<file path="config.mk">
export PLATFORM = sky130hd
export DESIGN_NAME = round_robin_ready_queue_unit
export DESIGN_NICKNAME = d
export VERILOG_FILES = /design/src/design/rrq_pkg.sv /design/src/design/rrq_dpath.sv /design/src/design/rrq_ctrl.sv /design/src/design/round_robin_ready_queue_unit.sv
export SDC_FILE = /design/constraint.sdc
export NUM_CORES = 1
export LEC_CHECK = 0
export BUFFER_PORTS_ARGS = -buffer_cell sky130_fd_sc_hd__buf_2
export CORE_ASPECT_RATIO = 1.5
export CORE_MARGIN = 1
export CORE_UTILIZATION = 30
export DETAILED_ROUTE_END_ITERATION = 8
export REMOVE_ABC_BUFFERS = 1
export SETUP_SLACK_MARGIN = 0.02
export SLEW_MARGIN = 25
export SYNTH_ARGS = -nofsm -noshare
export SYNTH_HDL_FRONTEND = slang
export SYNTH_HIERARCHICAL = 1
export SYNTH_SLANG_ARGS = --single-unit
export TNS_END_PERCENT = 50
</file>
<file path="constraint.sdc">
create_clock -name i_clk -period 3.8 [get_ports i_clk]
set_input_delay 0.19 -clock i_clk [delete_from_list [all_inputs] [get_ports i_clk]]
set_output_delay 0.19 -clock i_clk [all_outputs]
set_load 0.01 [all_outputs]
</file>
<file path="src/design/rrq_pkg.sv">
// ----------------------------------------------------------------------------
// rrq_pkg: shared types and codes for the round-robin ready queue
// Beat structs, request and status codes, controller/datapath command links.
// ----------------------------------------------------------------------------
`timescale 1ns / 1ps

package rrq_pkg;

    localparam int DEF_QUEUE_DEPTH = 16;
    localparam int DEF_ID_WIDTH    = 8;

    localparam int KIND_W   = 2;
    localparam int TID_W    = 8;
    localparam int CHOSEN_W = 8;
    localparam int STATUS_W = 2;
    localparam int LIVE_W   = 5;

    // request kinds
    localparam logic [KIND_W-1:0] KIND_CLEAR  = 2'd0;
    localparam logic [KIND_W-1:0] KIND_ADMIT  = 2'd1;
    localparam logic [KIND_W-1:0] KIND_REMOVE = 2'd2;
    localparam logic [KIND_W-1:0] KIND_NEXT   = 2'd3;

    // result status codes
    localparam logic [STATUS_W-1:0] ST_OK        = 2'd0;
    localparam logic [STATUS_W-1:0] ST_EMPTY     = 2'd1;
    localparam logic [STATUS_W-1:0] ST_NOT_FOUND = 2'd2;
    localparam logic [STATUS_W-1:0] ST_FULL      = 2'd3;

    typedef struct packed {
        logic [KIND_W-1:0] kind;
        logic [TID_W-1:0]  thread_id;
    } t_req;

    typedef struct packed {
        logic [CHOSEN_W-1:0] chosen_id;
        logic [STATUS_W-1:0] status;
        logic [LIVE_W-1:0]   live_count;
    } t_rsp;

    // controller -> datapath
    typedef struct packed {
        logic load;       // capture input beat
        logic exec;       // decode request, do clear/admit work, start next/remove
        logic nxt_wr;     // next: rotate head id to tail
        logic srch_step;  // remove: one search/compact step
        logic srch_fin;   // remove: close out
        logic emit;       // load output register
    } t_cmd;

    // datapath -> controller
    typedef struct packed {
        logic [KIND_W-1:0] kind;
        logic              empty;
        logic              srch_done;
        logic              out_busy;
    } t_sts;

endpackage

</file>
<file path="src/design/rrq_dpath.sv">
// ----------------------------------------------------------------------------
// rrq_dpath: ready queue datapath
// Slot memory, head/count registers, search-and-compact walk, output register.
// ----------------------------------------------------------------------------
`timescale 1ns / 1ps

module rrq_dpath import rrq_pkg::*; #(
    parameter int QUEUE_DEPTH = DEF_QUEUE_DEPTH,
    parameter int ID_WIDTH    = DEF_ID_WIDTH
) (
    input  logic i_clk,
    input  logic i_rst_n,
    input  t_req i_req,
    input  t_cmd i_cmd,
    output t_sts o_sts,
    input  logic i_out_stall,
    output logic o_out_valid,
    output t_rsp o_rsp
);

    localparam int AW = $clog2(QUEUE_DEPTH);
    localparam int CW = $clog2(QUEUE_DEPTH + 1);

    // slot index: a + b modulo depth, with a < depth and b <= depth
    function automatic logic [AW-1:0] wrap_add(input logic [AW-1:0] a,
                                               input logic [CW-1:0] b);
        logic [CW:0] s;
        s = (CW+1)'(a) + (CW+1)'(b);
        if (s >= (CW+1)'(QUEUE_DEPTH)) begin
            s = s - (CW+1)'(QUEUE_DEPTH);
        end
        return AW'(s);
    endfunction

    logic [ID_WIDTH-1:0] r_mem [QUEUE_DEPTH];
    logic [ID_WIDTH-1:0] r_rd_data;

    logic [KIND_W-1:0]   r_kind;
    logic [ID_WIDTH-1:0] r_tid;
    logic [AW-1:0]       r_head;
    logic [CW-1:0]       r_count;
    logic [CW-1:0]       r_off;
    logic [CW-1:0]       r_pend_off;
    logic                r_pend;
    logic                r_found;
    logic [ID_WIDTH-1:0] r_chosen;
    logic [STATUS_W-1:0] r_status;
    logic                r_out_valid;
    t_rsp                r_rsp;

    logic                we;
    logic                ren;
    logic [AW-1:0]       waddr;
    logic [AW-1:0]       raddr;
    logic [ID_WIDTH-1:0] wdata;
    logic                full;
    logic                empty;
    logic                more;
    logic                hit;

    assign full  = (r_count == CW'(QUEUE_DEPTH));
    assign empty = (r_count == '0);
    assign more  = (r_off != r_count);
    assign hit   = (r_rd_data == r_tid);

    // memory port steering
    always_comb begin
        we    = 1'b0;
        ren   = 1'b0;
        waddr = wrap_add(r_head, r_count);
        raddr = r_head;
        wdata = r_tid;
        if (i_cmd.exec && r_kind == KIND_ADMIT && !full) begin
            we = 1'b1;
        end
        if (i_cmd.exec && r_kind == KIND_NEXT && !empty) begin
            ren = 1'b1;
        end
        if (i_cmd.nxt_wr) begin
            we    = 1'b1;
            wdata = r_rd_data;
        end
        if (i_cmd.srch_step) begin
            if (more) begin
                ren   = 1'b1;
                raddr = wrap_add(r_head, r_off);
            end
            // past the match: shift each later id down one slot
            if (r_pend && r_found) begin
                we    = 1'b1;
                waddr = wrap_add(r_head, r_pend_off - CW'(1));
                wdata = r_rd_data;
            end
        end
    end

    always_ff @(posedge i_clk) begin
        if (we) begin
            r_mem[waddr] <= wdata;
        end
        if (ren) begin
            r_rd_data <= r_mem[raddr];
        end
    end

    // control state
    always_ff @(posedge i_clk) begin
        if (!i_rst_n) begin
            r_head      <= '0;
            r_count     <= '0;
            r_pend      <= 1'b0;
            r_found     <= 1'b0;
            r_out_valid <= 1'b0;
        end else begin
            if (i_cmd.exec) begin
                case (r_kind)
                    KIND_CLEAR: begin
                        r_head  <= '0;
                        r_count <= '0;
                    end
                    KIND_ADMIT: begin
                        if (!full) begin
                            r_count <= r_count + CW'(1);
                        end
                    end
                    KIND_REMOVE: begin
                        r_pend  <= 1'b0;
                        r_found <= 1'b0;
                    end
                    default: begin
                    end
                endcase
            end
            if (i_cmd.nxt_wr) begin
                r_head <= wrap_add(r_head, CW'(1));
            end
            if (i_cmd.srch_step) begin
                r_pend <= more;
                if (r_pend && !r_found && hit) begin
                    r_found <= 1'b1;
                end
            end
            if (i_cmd.srch_fin && r_found) begin
                r_count <= r_count - CW'(1);
            end
            if (i_cmd.emit) begin
                r_out_valid <= 1'b1;
            end else if (!i_out_stall) begin
                r_out_valid <= 1'b0;
            end
        end
    end

    // payload
    always_ff @(posedge i_clk) begin
        if (i_cmd.load) begin
            r_kind <= i_req.kind;
            r_tid  <= ID_WIDTH'(i_req.thread_id);
        end
        if (i_cmd.exec) begin
            r_chosen <= '0;
            r_off    <= '0;
            case (r_kind)
                KIND_ADMIT:  r_status <= full ? ST_FULL : ST_OK;
                KIND_REMOVE: r_status <= ST_NOT_FOUND;
                KIND_NEXT:   r_status <= empty ? ST_EMPTY : ST_OK;
                default:     r_status <= ST_OK;
            endcase
        end
        if (i_cmd.nxt_wr) begin
            r_chosen <= r_rd_data;
        end
        if (i_cmd.srch_step && more) begin
            r_off      <= r_off + CW'(1);
            r_pend_off <= r_off;
        end
        if (i_cmd.srch_fin && r_found) begin
            r_status <= ST_OK;
        end
        if (i_cmd.emit) begin
            r_rsp.chosen_id  <= CHOSEN_W'(r_chosen);
            r_rsp.status     <= r_status;
            r_rsp.live_count <= LIVE_W'(r_count);
        end
    end

    assign o_sts.kind      = r_kind;
    assign o_sts.empty     = empty;
    assign o_sts.srch_done = !more && !r_pend;
    assign o_sts.out_busy  = r_out_valid && i_out_stall;

    assign o_out_valid = r_out_valid;
    assign o_rsp       = r_rsp;

endmodule

</file>
<file path="src/design/rrq_ctrl.sv">
// ----------------------------------------------------------------------------
// rrq_ctrl: ready queue controller
// Sequences one request at a time and issues datapath commands.
// ----------------------------------------------------------------------------
`timescale 1ns / 1ps

module rrq_ctrl import rrq_pkg::*; (
    input  logic i_clk,
    input  logic i_rst_n,
    input  logic i_valid,
    output logic o_stall,
    input  t_sts i_sts,
    output t_cmd o_cmd
);

    typedef enum logic [2:0] {
        S_IDLE,
        S_EXEC,
        S_NXT,
        S_SRCH,
        S_DONE
    } t_state;

    t_state r_state;
    t_state n_state;
    logic   r_stall;
    logic   n_stall;

    always_comb begin
        o_cmd   = '0;
        n_state = r_state;
        case (r_state)
            S_IDLE: begin
                if (i_valid) begin
                    o_cmd.load = 1'b1;
                    n_state    = S_EXEC;
                end
            end
            S_EXEC: begin
                o_cmd.exec = 1'b1;
                if (i_sts.kind == KIND_NEXT && !i_sts.empty) begin
                    n_state = S_NXT;
                end else if (i_sts.kind == KIND_REMOVE) begin
                    n_state = S_SRCH;
                end else begin
                    n_state = S_DONE;
                end
            end
            S_NXT: begin
                o_cmd.nxt_wr = 1'b1;
                n_state      = S_DONE;
            end
            S_SRCH: begin
                o_cmd.srch_step = 1'b1;
                if (i_sts.srch_done) begin
                    o_cmd.srch_fin = 1'b1;
                    n_state        = S_DONE;
                end
            end
            S_DONE: begin
                if (!i_sts.out_busy) begin
                    o_cmd.emit = 1'b1;
                    n_state    = S_IDLE;
                end
            end
            default: begin
                n_state = S_IDLE;
            end
        endcase
        n_stall = (n_state != S_IDLE);
    end

    always_ff @(posedge i_clk) begin
        if (!i_rst_n) begin
            r_state <= S_IDLE;
            r_stall <= 1'b0;
        end else begin
            r_state <= n_state;
            r_stall <= n_stall;
        end
    end

    assign o_stall = r_stall;

endmodule

</file>
<file path="src/design/round_robin_ready_queue_unit.sv">
// ----------------------------------------------------------------------------
// round_robin_ready_queue_unit: round-robin scheduler ready queue
// Sequencing: clear/admit pass IDLE, EXEC, DONE; next adds NXT on a non-empty
// queue; remove stays in SRCH while it walks every queued id. Remove walks the
// slot memory one entry per cycle through its single read port.
// Throughput: one request in flight; a new beat is taken the cycle after the
// result is loaded into the output register, even while that result waits.
// Reset: synchronous, active low; queue empty, head at slot 0, no output beat.
// Slot contents are not cleared; only live slots are ever read.
// ----------------------------------------------------------------------------
`timescale 1ns / 1ps

module round_robin_ready_queue_unit import rrq_pkg::*; #(
    parameter int QUEUE_DEPTH = DEF_QUEUE_DEPTH,
    parameter int ID_WIDTH    = DEF_ID_WIDTH
) (
    input  logic i_clk,
    input  logic i_rst_n,
    // request channel
    input  logic i_valid,
    output logic o_stall,
    input  t_req i_data,
    // result channel
    output logic o_valid,
    input  logic i_stall,
    output t_rsp o_data
);

    // Controller and datapath talk only through these two structs.
    t_cmd cmd;
    t_sts sts;

    // Controller: IDLE -> EXEC, then NXT (next on non-empty queue), SRCH
    // (remove walk) or straight to DONE, which loads the output register
    // once the previous result has been taken.
    rrq_ctrl u_ctrl (
        .i_clk   (i_clk),
        .i_rst_n (i_rst_n),
        .i_valid (i_valid),
        .o_stall (o_stall),
        .i_sts   (sts),
        .o_cmd   (cmd)
    );

    // Datapath: circular slot memory with registered read, head and count
    // registers, the remove walk (search, then shift each later id down one
    // slot in the same pass), and the output register that decouples the
    // result side from the request side.
    rrq_dpath #(
        .QUEUE_DEPTH (QUEUE_DEPTH),
        .ID_WIDTH    (ID_WIDTH)
    ) u_dpath (
        .i_clk       (i_clk),
        .i_rst_n     (i_rst_n),
        .i_req       (i_data),
        .i_cmd       (cmd),
        .o_sts       (sts),
        .i_out_stall (i_stall),
        .o_out_valid (o_valid),
        .o_rsp       (o_data)
    );

endmodule

</file>
=== After elaboration in Yosys (flattened, before gate mapping) ===
Memory sizes are Yosys's and may differ from the RTL's. A register that Yosys moved wholly into a read port is not among the register bits.
Index checks and enable logic that the tools add are counted.

* Bits in registers: 61
* Bits in writable memories: 128
* Output and inout bits: 17
* Logic and storage cells: 133
* Memories kept: 1

* Add/subtract/negate cells: 12
* Order comparisons: 4
* Eq/ne operators: 12
* Muxes and demuxes: 57
* Reduce and logical (&&, ||, !) cells: 31

{| class="wikitable"
|+ Memory list
! memory !! words !! width !! rd ports !! clocked after Yosys merged registers in !! wr ports !! RTL line !! source
|-
| u_dpath.r_mem || 16 || 8 || 1 || 1 || 1 || rrq_dpath.sv:35 || <nowiki>logic [ID_WIDTH-1:0] r_mem [QUEUE_DEPTH];</nowiki>
|}

{| class="wikitable"
|+ Operator list
! operator !! count
|-
| $mux 4 || 11
|-
| $mux 8 || 5
|-
| $mux 1 || 26
|-
| $mux 5 || 5
|-
| $add 4x5->6 || 3
|-
| $ge 6x5->1 const B || 3
|-
| $sub 4x1->4 const B || 4
|-
| $mux 3 || 5
|-
| $pmux 3 s5 || 1
|-
| $logic_and 1x1->1 || 12
|-
| $reduce_bool 2->1 || 6
|-
| $add 5x1->5 const B || 2
|-
| $pmux 5 s2 || 1
|-
| $sub 5x1->5 const B || 2
|-
| $eq 8x8->1 || 1
|-
| $eq 3x2->1 const B || 2
|-
| $pmux 2 s3 || 1
|-
| $reduce_bool 3->1 || 2
|-
| $add 4x1->5 const B || 1
|-
| $eq 5x5->1 const B || 1
|-
| $ge 5x5->1 const B || 1
|-
| $logic_not 1->1 || 5
|-
| $logic_not 5->1 || 1
|-
| $ne 5x5->1 || 1
|-
| 11 further kinds || 14
|}

=== Longest topological paths before layout ===
Gate-level depths: netlist of run 1.

* Depth in word-level cells: 10
* Depth in mapped cells: 13
* Depth with buffers taken out: 11

=== Cells and area by module ===
Netlist of run 1, hierarchy kept.

{| class="wikitable"
|+ By module, submodules not included
! module !! times used !! cells an instance !! area each (um^2) !! seq. area each (um^2)
|-
| rrq_dpath || 1 || 656 || 8,883.5 || 5,625.4
|-
| rrq_ctrl || 1 || 28 || 267.8 || 80.1
|}

=== Worst setup path before layout of run 1 ===
OpenSTA, ideal clock, no wires.

* Path type: register -> register
* From: register u_dpath.r_count[4]
* To: register u_dpath.r_count[3]
* Library setup time: 72 ps
* Arrival time: 2,589 ps
* Required time: 3,728 ps
* Slack: 1,139 ps
* Cell stages (with the launch flop): 14
* Cells stage by stage: dfxtp_1 clkbuf_8 or2b_2 o2111a_1 nand2_1 nor3_1 and4b_2 and2_1 clkbuf_1 or3_1 nor3_1 a21oi_1 a211o_1 a21oi_1

{| class="wikitable"
|+ RTL lines
! element !! RTL line !! source
|-
| start: declaration || rrq_dpath.sv:41 || <nowiki>logic [CW-1:0] r_count;</nowiki>
|-
| start signal: assignment || rrq_dpath.sv:123 || <nowiki>r_count <= r_count + CW'(1);</nowiki>
|-
| start signal: assignment || rrq_dpath.sv:144 || <nowiki>r_count <= r_count - CW'(1);</nowiki>
|}

==> flow_metrics.tcl, run 1 <==
set metrics [dict create \
    cts.sink_count 196 \
    layout_common_cells "178 x sky130_fd_sc_hd__edfxtp_1, 48 x sky130_fd_sc_hd__a21oi_1, 43 x sky130_fd_sc_hd__nand2_1, 37 x sky130_fd_sc_hd__nor2_1, 36 x sky130_fd_sc_hd__buf_4" \
    placement.io_buffers 30 \
    top_level_pins 31 \
    cts_resized 0 \
    vdd_ir_drop_max_mv 0.306 \
    cell_area_synth_um2 9150 \
    p_seq_share_pct 55.1 \
    share_of_post_route_cells_with_drive_strength_above_1_pct 19.8 \
    slew_headroom_pct 33.1 \
    finalCritPeriodShare_pct 80.6 \
    detail_route.wl_per_cell_um 19.6 \
    layout.nets 780 \
    yosys_register_bits 196 \
    combinationalPowerShare_pct 6.1 \
    synth_enable_flop_cells 178 \
    drc_errors 0 \
    final_max_slew_viol_count 0 \
    max_slew.worst_pin.slew_ns 0.998 \
    grt_pass1_vias 5902 \
    critical_setup_path_kind "reg -> reg" \
    die-width_um 145 \
    grt-ovfl-total 0 \
    postPlaceCellArea_um2 9860 \
    number_of_buffers_created_by_cts 17 \
    fp.dieH_um 216 \
    finish.instance_area_um2 10500 \
    wl_mm 22.8 \
    post-route-min-period_ns 3.06 \
    cap_violations 0 \
    crit_arrival_ns 3.26 \
    power.static_leakage_nw 3.64 \
    ctsHtreeMaxLevel 4 \
    critical_path.endpoint "u_dpath/r_rd_data[2]$_DFFE_PP_" \
    rsz_0062_raised_after_global_routing "false" \
    timing.reg2reg.worst_path_depth 10 \
    p_sw_mw 1.01 \
    initial_utilization_pct 30.3 \
    timing.critical_path.from_type "flip-flop" \
    r2r-end "u_dpath/r_rd_data[2]$_DFFE_PP_" \
    mapped_avg_cell_area_um2 13.4 \
    grt_first_pass_wirelength_mm 34.8 \
    fp-row-count 78 \
    routed_via_density 5.06 \
    finalSetupTns_ns 0 \
    post-place-ws_ns 0.757 \
    iteration_count_of_the_initial_detailed_routing_pass 5 \
    layout.cells.most_common "sky130_fd_sc_hd__edfxtp_1" \
    vias 5874 \
    clockRootBuffer "sky130_fd_sc_hd__clkbuf_16" \
    total_power_mw 4.44 \
    coreArea_um2 30200 \
    ff_to_ff_start "u_ctrl/r_state[1]$_SDFF_PN0_" \
    internal-power_mw 3.42 \
    max_freq_mhz 327 \
    final_antenna_net_count 0 \
    setup_viol_count_final 0 \
    ys_warn_count 6 \
    end_of_flow_core_utilization_pct 34.9 \
    finalNonFillerCells 1161 \
    worst_setup_path_end_kind "flip-flop" \
    finalHoldViolations 0 \
    worst_setup_hold_path_clk_slew_ns 0.07 \
    grt_start_max_net_pins 43 \
    critPathMaxFanout 14 \
    drtIter0Drc 494 \
    r2r_slack_ns 0.74 \
    combined_global_route_utilization_of_all_metal_layers_pct 15.5 \
    synth_sequential_area_ratio_pct 62.3 \
    synth_ff_type "sky130_fd_sc_hd__edfxtp_1" \
    design.die.area_um2 31200 \
    number_of_distinct_library_cells_after_synthesis 82 \
    power_density_nw_per_um2 422 \
    synthArstFlopShare_pct 0 \
    min-delay-start "i_rst_n" \
    clock_insertion_delay_worst_skew_ns 0.45 \
    insertedDiodeCount 0 \
    cts_tree "yes" \
    setup_slack_ns 0.738 \
    clockBufferDepth 2 \
    hold_path_class "in -> reg" \
    crit_required_ns 3.99 \
    dp_cells 1119 \
    run_status "completed" \
    syn-instance-count 684 \
    maximum_clock_skew_at_final_layout_ns 0.0119 \
    grt_antenna_before_repair 0 \
    critPathLaunch "u_ctrl/r_state[1]$_SDFF_PN0_" \
    relative_contribution_of_the_clock_network_to_total_power_pct 38.8 \
    detailed_place_hpwl_mm 15.8 \
    power.share.switching_pct 22.9 \
    gp_congestion 0.863 \
    areaGrowthSynthToFinish_pct 15.0 \
    timing.hold.ws_ns 0.0445 \
]
[power groups by stage]
stage / Combinational, mW / Sequential, mW / Clock [mW]
finish: 0.269 / 2.45 / 1.72
global route: 0.295 / 2.45 / 1.84
CTS: 0.271 / 2.45 / 1.76
detailed placement: 0.262 / 2.49 / 0
global placement: 0.259 / 2.49 / 0
floorplan: 0.157 / 2.49 / 0
[worst min-delay path by stage]
stage	endpoint	slack, ns	cells past startpoint
5_1_grt	u_dpath/r_count[2]$_SDFFE_PN0P_	0.02	2
2_1_floorplan	u_dpath/r_kind[0]$_DFFE_PP_	0.29	0
6_report	u_dpath/o_out_valid$_SDFFE_PN0P_	0.04	2
3_3_place_gp	u_dpath/r_tid[6]$_DFFE_PP_	0.37	1
4_1_cts	u_dpath/o_out_valid$_SDFFE_PN0P_	0.02	2
3_5_place_dp	u_dpath/r_tid[2]$_DFFE_PP_	0.37	1
[area by class of cell]
class / instances / area (um^2)
sequential: 196 / 5710
multi-input combinational: 422 / 3070
fill: 2920 / 19600
timing repair buffer: 78 / 561
clock buffer: 19 / 433
inverter: 33 / 126
tap: 400 / 500
clock inverter: 13 / 126
[worst max-delay path, stage by stage (launching register included)]
cell	delay (ns)
sky130_fd_sc_hd__dfxtp_1	0.52
sky130_fd_sc_hd__nand2b_1	0.15
sky130_fd_sc_hd__nor2_1	0.12
sky130_fd_sc_hd__buf_4	0.18
sky130_fd_sc_hd__and2_1	0.21
sky130_fd_sc_hd__o31a_2	0.38
sky130_fd_sc_hd__buf_4	0.22
sky130_fd_sc_hd__and2b_2	0.24
sky130_fd_sc_hd__a221oi_1	0.26
sky130_fd_sc_hd__o32ai_1	0.22
sky130_fd_sc_hd__a211o_1	0.31
[flip-flops by register name, summed over array words and instances (netlist names), 2 cells and up]
register / count
u_dpath/r_mem: 128
u_dpath/o_rsp: 15
u_dpath/r_chosen: 8
u_dpath/r_rd_data: 8
u_dpath/r_tid: 8
u_dpath/r_count: 5
u_dpath/r_off: 5
u_dpath/r_head: 4
u_dpath/r_pend_off: 4
u_ctrl/r_state: 3
u_dpath/r_kind: 2
u_dpath/r_status: 2
[what timing repair did]
action,CTS,global route
endpoints found under the hold margin,10,0
setup buffers,0,0
hold buffers,10,0
[metal layers]
layer  vias up  wire [um]  track usage (%)
li1       2769          -                -
met1      2903       8500             15.9
met2       144      12400             28.1
met3        58        729             2.82
met4         0       1180             10.2
met5         -          0                0
[cell families after synthesis]
kind of cell	share of synthesized area [%]
flops	62.3
fa+ha+maj	2.71
buf+inv	4.33
compound gates	14.5
xor+xnor	2.39
mux	3.21
simple gates	10.5
[cell usage after synthesis, types with 4 or more instances]
| cell type | count | area [um^2] |
|---|---|---|
| sky130_fd_sc_hd__and2b_2 | 13 | 114 |
| sky130_fd_sc_hd__and2_1 | 14 | 87.6 |
| sky130_fd_sc_hd__mux2i_1 | 13 | 130 |
| sky130_fd_sc_hd__nor2_1 | 37 | 139 |
| sky130_fd_sc_hd__nand4_1 | 4 | 25.0 |
| sky130_fd_sc_hd__nand3_1 | 14 | 70.1 |
| sky130_fd_sc_hd__nand2_1 | 43 | 161 |
| sky130_fd_sc_hd__o21ai_0 | 14 | 70.1 |
| sky130_fd_sc_hd__nor3_1 | 8 | 40.0 |
| sky130_fd_sc_hd__a31oi_1 | 11 | 68.8 |
| sky130_fd_sc_hd__clkbuf_1 | 8 | 30.0 |
| sky130_fd_sc_hd__buf_6 | 7 | 78.8 |
| sky130_fd_sc_hd__a211o_1 | 9 | 78.8 |
| sky130_fd_sc_hd__edfxtp_1 | 178 | 5350 |
| sky130_fd_sc_hd__a221oi_1 | 29 | 254 |
| sky130_fd_sc_hd__a211oi_1 | 11 | 82.6 |
| sky130_fd_sc_hd__nor2b_1 | 9 | 56.3 |
| sky130_fd_sc_hd__a21oi_1 | 48 | 240 |
| sky130_fd_sc_hd__buf_2 | 5 | 25.0 |
| sky130_fd_sc_hd__clkbuf_8 | 6 | 82.6 |
| sky130_fd_sc_hd__xnor2_1 | 18 | 158 |
| sky130_fd_sc_hd__mux2_2 | 12 | 135 |
| sky130_fd_sc_hd__a21o_1 | 5 | 37.5 |
| sky130_fd_sc_hd__dfxtp_1 | 18 | 360 |
| sky130_fd_sc_hd__inv_1 | 31 | 116 |
| sky130_fd_sc_hd__xor2_1 | 7 | 61.3 |
| sky130_fd_sc_hd__or2b_2 | 4 | 35.0 |
| sky130_fd_sc_hd__ha_1 | 15 | 188 |
| sky130_fd_sc_hd__nand2b_1 | 5 | 31.3 |
| sky130_fd_sc_hd__o32ai_1 | 14 | 123 |
| sky130_fd_sc_hd__a22oi_1 | 10 | 75.1 |
(Power assumes the default switching activity.)
==> run 2, diff against run 1 <==
==> constraint.sdc (replaced) <==
create_clock -name i_clk -period 2.5 [get_ports i_clk]
set_input_delay 0.125 -clock i_clk [delete_from_list [all_inputs] [get_ports i_clk]]
set_output_delay 0.125 -clock i_clk [all_outputs]
set_load 0.01 [all_outputs]
==> run 2 against run 1 <==
The flow now finishes with violations (negative setup slack). Flip-flop and latch count is the same. Final area increased by 19%. Final cell count rose by 9.0%. Die area did not move. Total power up 56%. Combinational power grew 110%. Wire length is 6.6% higher. First-iteration DRC count fell by 30%. Clock skew shrank 0.0022 ns. Sequential power is 51% higher. Critical path type unchanged.
==> flow_metrics.tcl, run 2 (synthesis results as in run 1) <==
set metrics [dict create \
    final_max_slew_viol_count 0 \
    cap_violations 0 \
    min-delay-start "i_stall" \
    dp_cells 1206 \
    run_status "finished, violations left" \
    timing.hold.ws_ns 0.111 \
    insertedDiodeCount 0 \
    finalNonFillerCells 1265 \
    finalCritPeriodShare_pct 109 \
    post-place-ws_ns -0.337 \
    timing.critical_path.cells "or2b_4 -> o2111ai_4 -> o31ai_4 -> buf_12 -> inv_8 -> mux2_4 -> buf_6 -> buf_12 -> a21oi_1 -> a22oi_1 -> a211o_1" \
    setup_viol_count_final 85 \
    min_delay_worst_endpoint "u_dpath/o_out_valid$_SDFFE_PN0P_" \
    vias 6343 \
    power_density_nw_per_um2 556 \
    cts_tree "yes" \
    number_of_buffers_created_by_cts 17 \
    groute.layer.met1.usage_pct 16.5 \
    crit_arrival_ns 2.90 \
    detail_route.wl_per_cell_um 19.2 \
    coreArea_um2 30200 \
    areaGrowthSynthToFinish_pct 36.4 \
    gp_congestion 0.838 \
    max_freq_mhz 367 \
    clockBufferDepth 2 \
    regMostFlops "u_dpath/r_mem" \
    finalHoldViolations 0 \
    vdd_ir_drop_max_mv 0.431 \
    crit_required_ns 2.67 \
    violations "negative setup slack" \
    groute.layer.met3.usage_pct 2.40 \
    top_level_pins 31 \
    grt-busiest-layer "met2" \
    ctsHtreeMaxLevel 4 \
    cts.sink_count 196 \
    worst_setup_path_end_kind "flip-flop" \
    critical_path.max_stage_delay_ns 0.45 \
    rsz_0062_raised_after_global_routing "true" \
    worst_setup_hold_path_clk_slew_ns 0.07 \
    critPathMostFrequentCell "sky130_fd_sc_hd__buf_12" \
    maximum_clock_skew_at_final_layout_ns 0.00965 \
    critical_path.slowest_cell "sky130_fd_sc_hd__edfxtp_1" \
    clockRootBuffer "sky130_fd_sc_hd__clkbuf_16" \
    clock_insertion_delay_worst_skew_ns 0.43 \
    r2r_slack_ns -0.22 \
    fp-row-count 78 \
    wl_mm 24.3 \
    slew_headroom_pct 65.7 \
    drtIter0Drc 347 \
    placement.io_buffers 30 \
    fp.dieH_um 216 \
    combined_global_route_utilization_of_all_metal_layers_pct 15.9 \
    layout.nets 884 \
    grt_first_pass_wirelength_mm 36.4 \
    layout.cells.most_common "sky130_fd_sc_hd__edfxtp_1" \
    max_slew.worst_pin.slew_ns 0.510 \
    postPlaceCellArea_um2 10600 \
    timing.reg2reg.worst_path_depth 11 \
    drc_errors 0 \
    largest_register_ff_count 128 \
    layout_common_cells "178 x sky130_fd_sc_hd__edfxtp_1, 96 x sky130_fd_sc_hd__buf_4, 35 x sky130_fd_sc_hd__nand2_1, 30 x sky130_fd_sc_hd__buf_2, 30 x sky130_fd_sc_hd__a21oi_1" \
    timing.critical_path.from_type "flip-flop" \
    grt_start_max_net_pins 20 \
    routed_via_density 5.01 \
    setup_slack_ns -0.223 \
    worstHoldPathCells 3 \
    hold_path_class "in -> reg" \
    share_of_post_route_cells_with_drive_strength_above_1_pct 43.4 \
    die-width_um 145 \
    power.static_leakage_nw 4.37 \
    r2r-end "u_dpath/r_rd_data[7]$_DFFE_PP_" \
    final_antenna_net_count 0 \
    iteration_count_of_the_initial_detailed_routing_pass 4 \
    critical_setup_path_kind "reg -> reg" \
    ff_to_ff_start "u_dpath/r_off[1]$_SDFFCE_PN0P_" \
    globalRouteMet2Util_pct 29.9 \
    grt_pass1_vias 6499 \
    initial_utilization_pct 30.3 \
    detailed_place_hpwl_mm 16.8 \
    design.die.area_um2 31200 \
    post-route-min-period_ns 2.72 \
    grt-ovfl-total 0 \
    grt_antenna_before_repair 0 \
    finish.instance_area_um2 12500 \
    critPathMaxFanout 8 \
]
run 2: cell count changes in the layout (fill, tap and decap cells not counted), sizes merged:
cell         before  now
buf              68  169
inv              35   38
clkinvlp          5    3
dlygate4sd3      10   11
mux2             13   14
run 2: metal layers:
metal	vias to the layer above	part of all wire [%]
li1	2988	-
met1	3166	37
met2	134	56
met3	55	2.6
met4	0	4.2
met5	-	0
run 2: timing repair:
item,in CTS,in global routing
cloned,3,1
gates resized for setup,137,90
endpoints found under the setup margin,141,250
endpoints found under the hold margin,12,0
pin swaps,24,33
buffers inserted,7,6
hold buffers,11,0
run 2: metrics by stage:
stage / utilization (%) / power, mW / TNS, ns
floorplan: - / 4.02 / -34.67
global placement: 35.1 / 4.23 / -16.50
detailed placement: 35.1 / 4.24 / -16.65
CTS: 39.8 / 6.97 / -1.77
global route: 41.4 / 7.15 / -13.43
finish: 41.4 / 6.94 / -3.11
run 2: layout make-up:
| type | count | area, um^2 |
|---|---|---|
| clock inverter | 14 | 143 |
| clock buffer | 18 | 429 |
| tap | 400 | 500 |
| sequential | 196 | 5710 |
| inverter | 33 | 134 |
| multi-input combinational | 423 | 3970 |
| fill | 2668 | 17700 |
| timing repair buffer | 181 | 1590 |
run 2: report_power, final:
group / internal (mW) / total (mW) / leakage (nW) / switching (mW)
clock network: 1.40 / 2.66 / 0.271 / 1.26
registers: 3.67 / 3.70 / 1.77 / 0.0341
logic: 0.246 / 0.578 / 2.33 / 0.332
run 2: worst max path at each step:
stage                                   start  slack [ns]                             end  cells after the start
2_1_floorplan  u_dpath/r_off[2]$_SDFFCE_PN0P_       -0.97  u_dpath/r_rd_data[0]$_DFFE_PP_                      7
3_3_place_gp   u_dpath/r_off[1]$_SDFFCE_PN0P_       -0.31  u_dpath/r_rd_data[3]$_DFFE_PP_                     10
3_5_place_dp   u_dpath/r_off[1]$_SDFFCE_PN0P_       -0.34  u_dpath/r_rd_data[3]$_DFFE_PP_                     10
4_1_cts        u_dpath/r_off[1]$_SDFFCE_PN0P_       -0.17  u_dpath/r_rd_data[3]$_DFFE_PP_                     10
5_1_grt        u_dpath/r_off[1]$_SDFFCE_PN0P_       -0.33  u_dpath/r_rd_data[7]$_DFFE_PP_                     10
6_report       u_dpath/r_off[1]$_SDFFCE_PN0P_       -0.22  u_dpath/r_rd_data[7]$_DFFE_PP_                     11
run 2: critical path, delay by kind of cell, from the launching register on:
kind | cells | cell delay (ns)
multiplexers | 1 | 0.33
AO/OA/AOI/OAI | 5 | 0.94
flip-flops | 1 | 0.45
buffers and inverters | 4 | 0.49
AND/OR/NAND/NOR | 1 | 0.25
==> run 3, diff against run 2 <==
--- a/config.mk
+++ b/config.mk
@@ -6,10 +6,10 @@
 export NUM_CORES = 1
 export LEC_CHECK = 0
 export BUFFER_PORTS_ARGS = -buffer_cell sky130_fd_sc_hd__buf_2
-export CORE_ASPECT_RATIO = 1.5
 export CORE_MARGIN = 1
 export CORE_UTILIZATION = 30
 export DETAILED_ROUTE_END_ITERATION = 8
+export GPL_TIMING_DRIVEN = 0
 export REMOVE_ABC_BUFFERS = 1
 export SETUP_SLACK_MARGIN = 0.02
 export SLEW_MARGIN = 25
==> run 3 against run 2 <==
Via count increased by 2.7%. First-iteration DRC count grew 98%. Clock-buffer cell count down 1. Combinational power decreased by 4.0%. Fmax fell by 1.9%. Wire length grew 5.4%. The flow still finishes with violations (negative setup slack). Critical endpoint is now u_dpath/r_rd_data[5]$_DFFE_PP_.
==> flow_metrics.tcl, run 3 (synthesis results as in run 1) <==
set metrics [dict create \
    run_status "finished, violations left" \
    violations "negative setup slack" \
    detail_route.wl_per_cell_um 21.1 \
    grt_antenna_before_repair 0 \
    layout.nets 840 \
    timing.critical_path.cells "ha_4 -> inv_1 -> fa_2 -> mux2i_4 -> buf_6 -> o32ai_4 -> o32ai_4 -> a211o_1" \
    design.die.area_um2 31200 \
    combinationalPowerShare_pct 7.7 \
    max_freq_mhz 360 \
    critPathMostFrequentCell "sky130_fd_sc_hd__o32ai_4" \
    clock_insertion_delay_worst_skew_ns 0.44 \
    die-width_um 177 \
    clockRootBuffer "sky130_fd_sc_hd__clkbuf_16" \
    p_sw_mw 1.75 \
    total_power_mw 7.17 \
    clockBufferDepth 2 \
    worst_setup_path_end_kind "flip-flop" \
    ctsHtreeMaxLevel 4 \
    hold_path_class "in -> reg" \
    length_of_routed_met3_wiring_mm 1.74 \
    fp-row-count 63 \
    slew_headroom_pct 44.1 \
    grt_first_pass_wirelength_mm 37.9 \
    timing.hold.ws_ns 0.0972 \
    iteration_count_of_the_initial_detailed_routing_pass 5 \
    ff_to_ff_start "u_dpath/r_off[0]$_SDFFCE_PN0P_" \
    r2r-end "u_dpath/r_rd_data[5]$_DFFE_PP_" \
    final_max_slew_viol_count 0 \
    drtIter0Drc 688 \
    coreArea_um2 29800 \
    grt_start_max_net_pins 23 \
    finalCritPeriodShare_pct 111 \
    placement.io_buffers 30 \
    max_slew.worst_pin.slew_ns 0.835 \
    drc_errors 0 \
    end_of_flow_core_utilization_pct 42.6 \
    critical_path.slowest_cell "sky130_fd_sc_hd__fa_2" \
    cts_tree "yes" \
    p_seq_share_pct 51.8 \
    finalSetupTns_ns -2.92 \
    setup_viol_count_final 45 \
    share_of_post_route_cells_with_drive_strength_above_1_pct 41.4 \
    grt-ovfl-total 0 \
    timing.reg2reg.worst_path_depth 8 \
    initial_utilization_pct 30.7 \
    insertedDiodeCount 0 \
    fp.dieH_um 177 \
    vias 6517 \
    number_of_buffers_created_by_cts 17 \
    worst_setup_hold_path_clk_slew_ns 0.07 \
    power.share.switching_pct 24.4 \
    critical_path.max_stage_delay_ns 0.66 \
    r2r_slack_ns -0.28 \
    power.static_leakage_nw 4.32 \
    critical_setup_path_kind "reg -> reg" \
    final_antenna_net_count 0 \
    critPathMaxFanout 6 \
    top_layer_used "met4" \
    post-route-min-period_ns 2.78 \
    crit_required_ns 2.67 \
    rsz_0062_raised_after_global_routing "true" \
    maximum_clock_skew_at_final_layout_ns 0.0148 \
    met1_length_mm 10.7 \
    internal-power_mw 5.42 \
    timing.critical_path.from_type "flip-flop" \
    min_delay_worst_endpoint "u_dpath/o_out_valid$_SDFFE_PN0P_" \
    setup_slack_ns -0.277 \
    finalHoldViolations 0 \
    routed_via_density 5.38 \
    layout_common_cells "178 x sky130_fd_sc_hd__edfxtp_1, 51 x sky130_fd_sc_hd__buf_4, 37 x sky130_fd_sc_hd__a21oi_1, 33 x sky130_fd_sc_hd__nand2_1, 32 x sky130_fd_sc_hd__buf_2" \
    combined_global_route_utilization_of_all_metal_layers_pct 16.3 \
    largest_register_ff_count 128 \
    relative_contribution_of_the_clock_network_to_total_power_pct 40.5 \
    power_density_nw_per_um2 565 \
    areaGrowthSynthToFinish_pct 38.6 \
    wl_mm 25.6 \
    detailed_place_hpwl_mm 13.3 \
    met2_length_mm 12.4 \
    min-delay-start "i_stall" \
    crit_arrival_ns 2.95 \
    worstHoldPathCells 3 \
    cap_violations 0 \
    cts.sink_count 196 \
    regMostFlops "u_dpath/r_mem" \
    layout.cells.most_common "sky130_fd_sc_hd__edfxtp_1" \
    gp_congestion 0.768 \
    vdd_ir_drop_max_mv 0.505 \
    top_level_pins 31 \
    post-place-ws_ns -1.95 \
    grt_pass1_vias 6387 \
]
[run 3: power groups by stage]
stage,logic (mW),registers (mW),clock network (mW)
global placement,0.357,3.79,0
CTS,0.521,3.71,2.92
global route,0.592,3.72,3.06
floorplan,0.239,3.78,0
finish,0.555,3.71,2.90
detailed placement,0.371,3.80,0
[run 3: area by class of cell]
type,count,area (um^2)
multi-input combinational,431,4400
tap,390,488
clock buffer,17,425
fill,2577,17100
timing repair buffer,129,1280
clock inverter,15,205
sequential,196,5740
inverter,33,140
[run 3: through the flow]
step                cells  area (um^2)
finish               1211        12700
global route         1211        12700
CTS                  1202        12400
detailed placement   1077         9630
global placement     1071         9520
floorplan             651         8880
[run 3: how the worst max path moves through the flow]
stage,to,start,slack [ns]
floorplan,u_dpath/r_rd_data[0]$_DFFE_PP_,u_dpath/r_off[2]$_SDFFCE_PN0P_,-0.97
global placement,u_dpath/r_rd_data[7]$_DFFE_PP_,u_dpath/r_count[4]$_SDFFE_PN0P_,-2.53
detailed placement,u_dpath/r_rd_data[2]$_DFFE_PP_,u_ctrl/r_state[1]$_SDFF_PN0_,-1.95
CTS,u_dpath/r_rd_data[7]$_DFFE_PP_,u_dpath/r_off[0]$_SDFFCE_PN0P_,-0.21
global route,u_dpath/r_rd_data[2]$_DFFE_PP_,u_dpath/r_off[0]$_SDFFCE_PN0P_,-0.33
finish,u_dpath/r_rd_data[5]$_DFFE_PP_,u_dpath/r_off[0]$_SDFFCE_PN0P_,-0.28
[run 3: routing by layer]
| layer | track usage [%] | vias to the layer above |
|---|---|---|
| met1 | 21.0 | 3281 |
| met2 | 26.6 | 263 |
| met5 | 0 | - |
| li1 | - | 2923 |
| met3 | 3.80 | 50 |
| met4 | 6.07 | 0 |
[run 3: repair_timing]
action / CTS / global route
hold buffers: 11 / 0
cloned: 9 / 1
pin swaps: 57 / 18
hold endpoints to repair: 12 / 0
setup endpoints to repair: 269 / 149
gates resized for setup: 204 / 39
buffers inserted: 73 / 8
[run 3: worst max-delay path, delay by kind of cell (launching register included)]
| kind | cells | cell delay, ns |
|---|---|---|
| adders and majority gates | 2 | 0.84 |
| DFF | 1 | 0.46 |
| muxes | 1 | 0.21 |
| buffers and inverters | 2 | 0.26 |
| AOI/OAI and AO/OA | 3 | 0.73 |
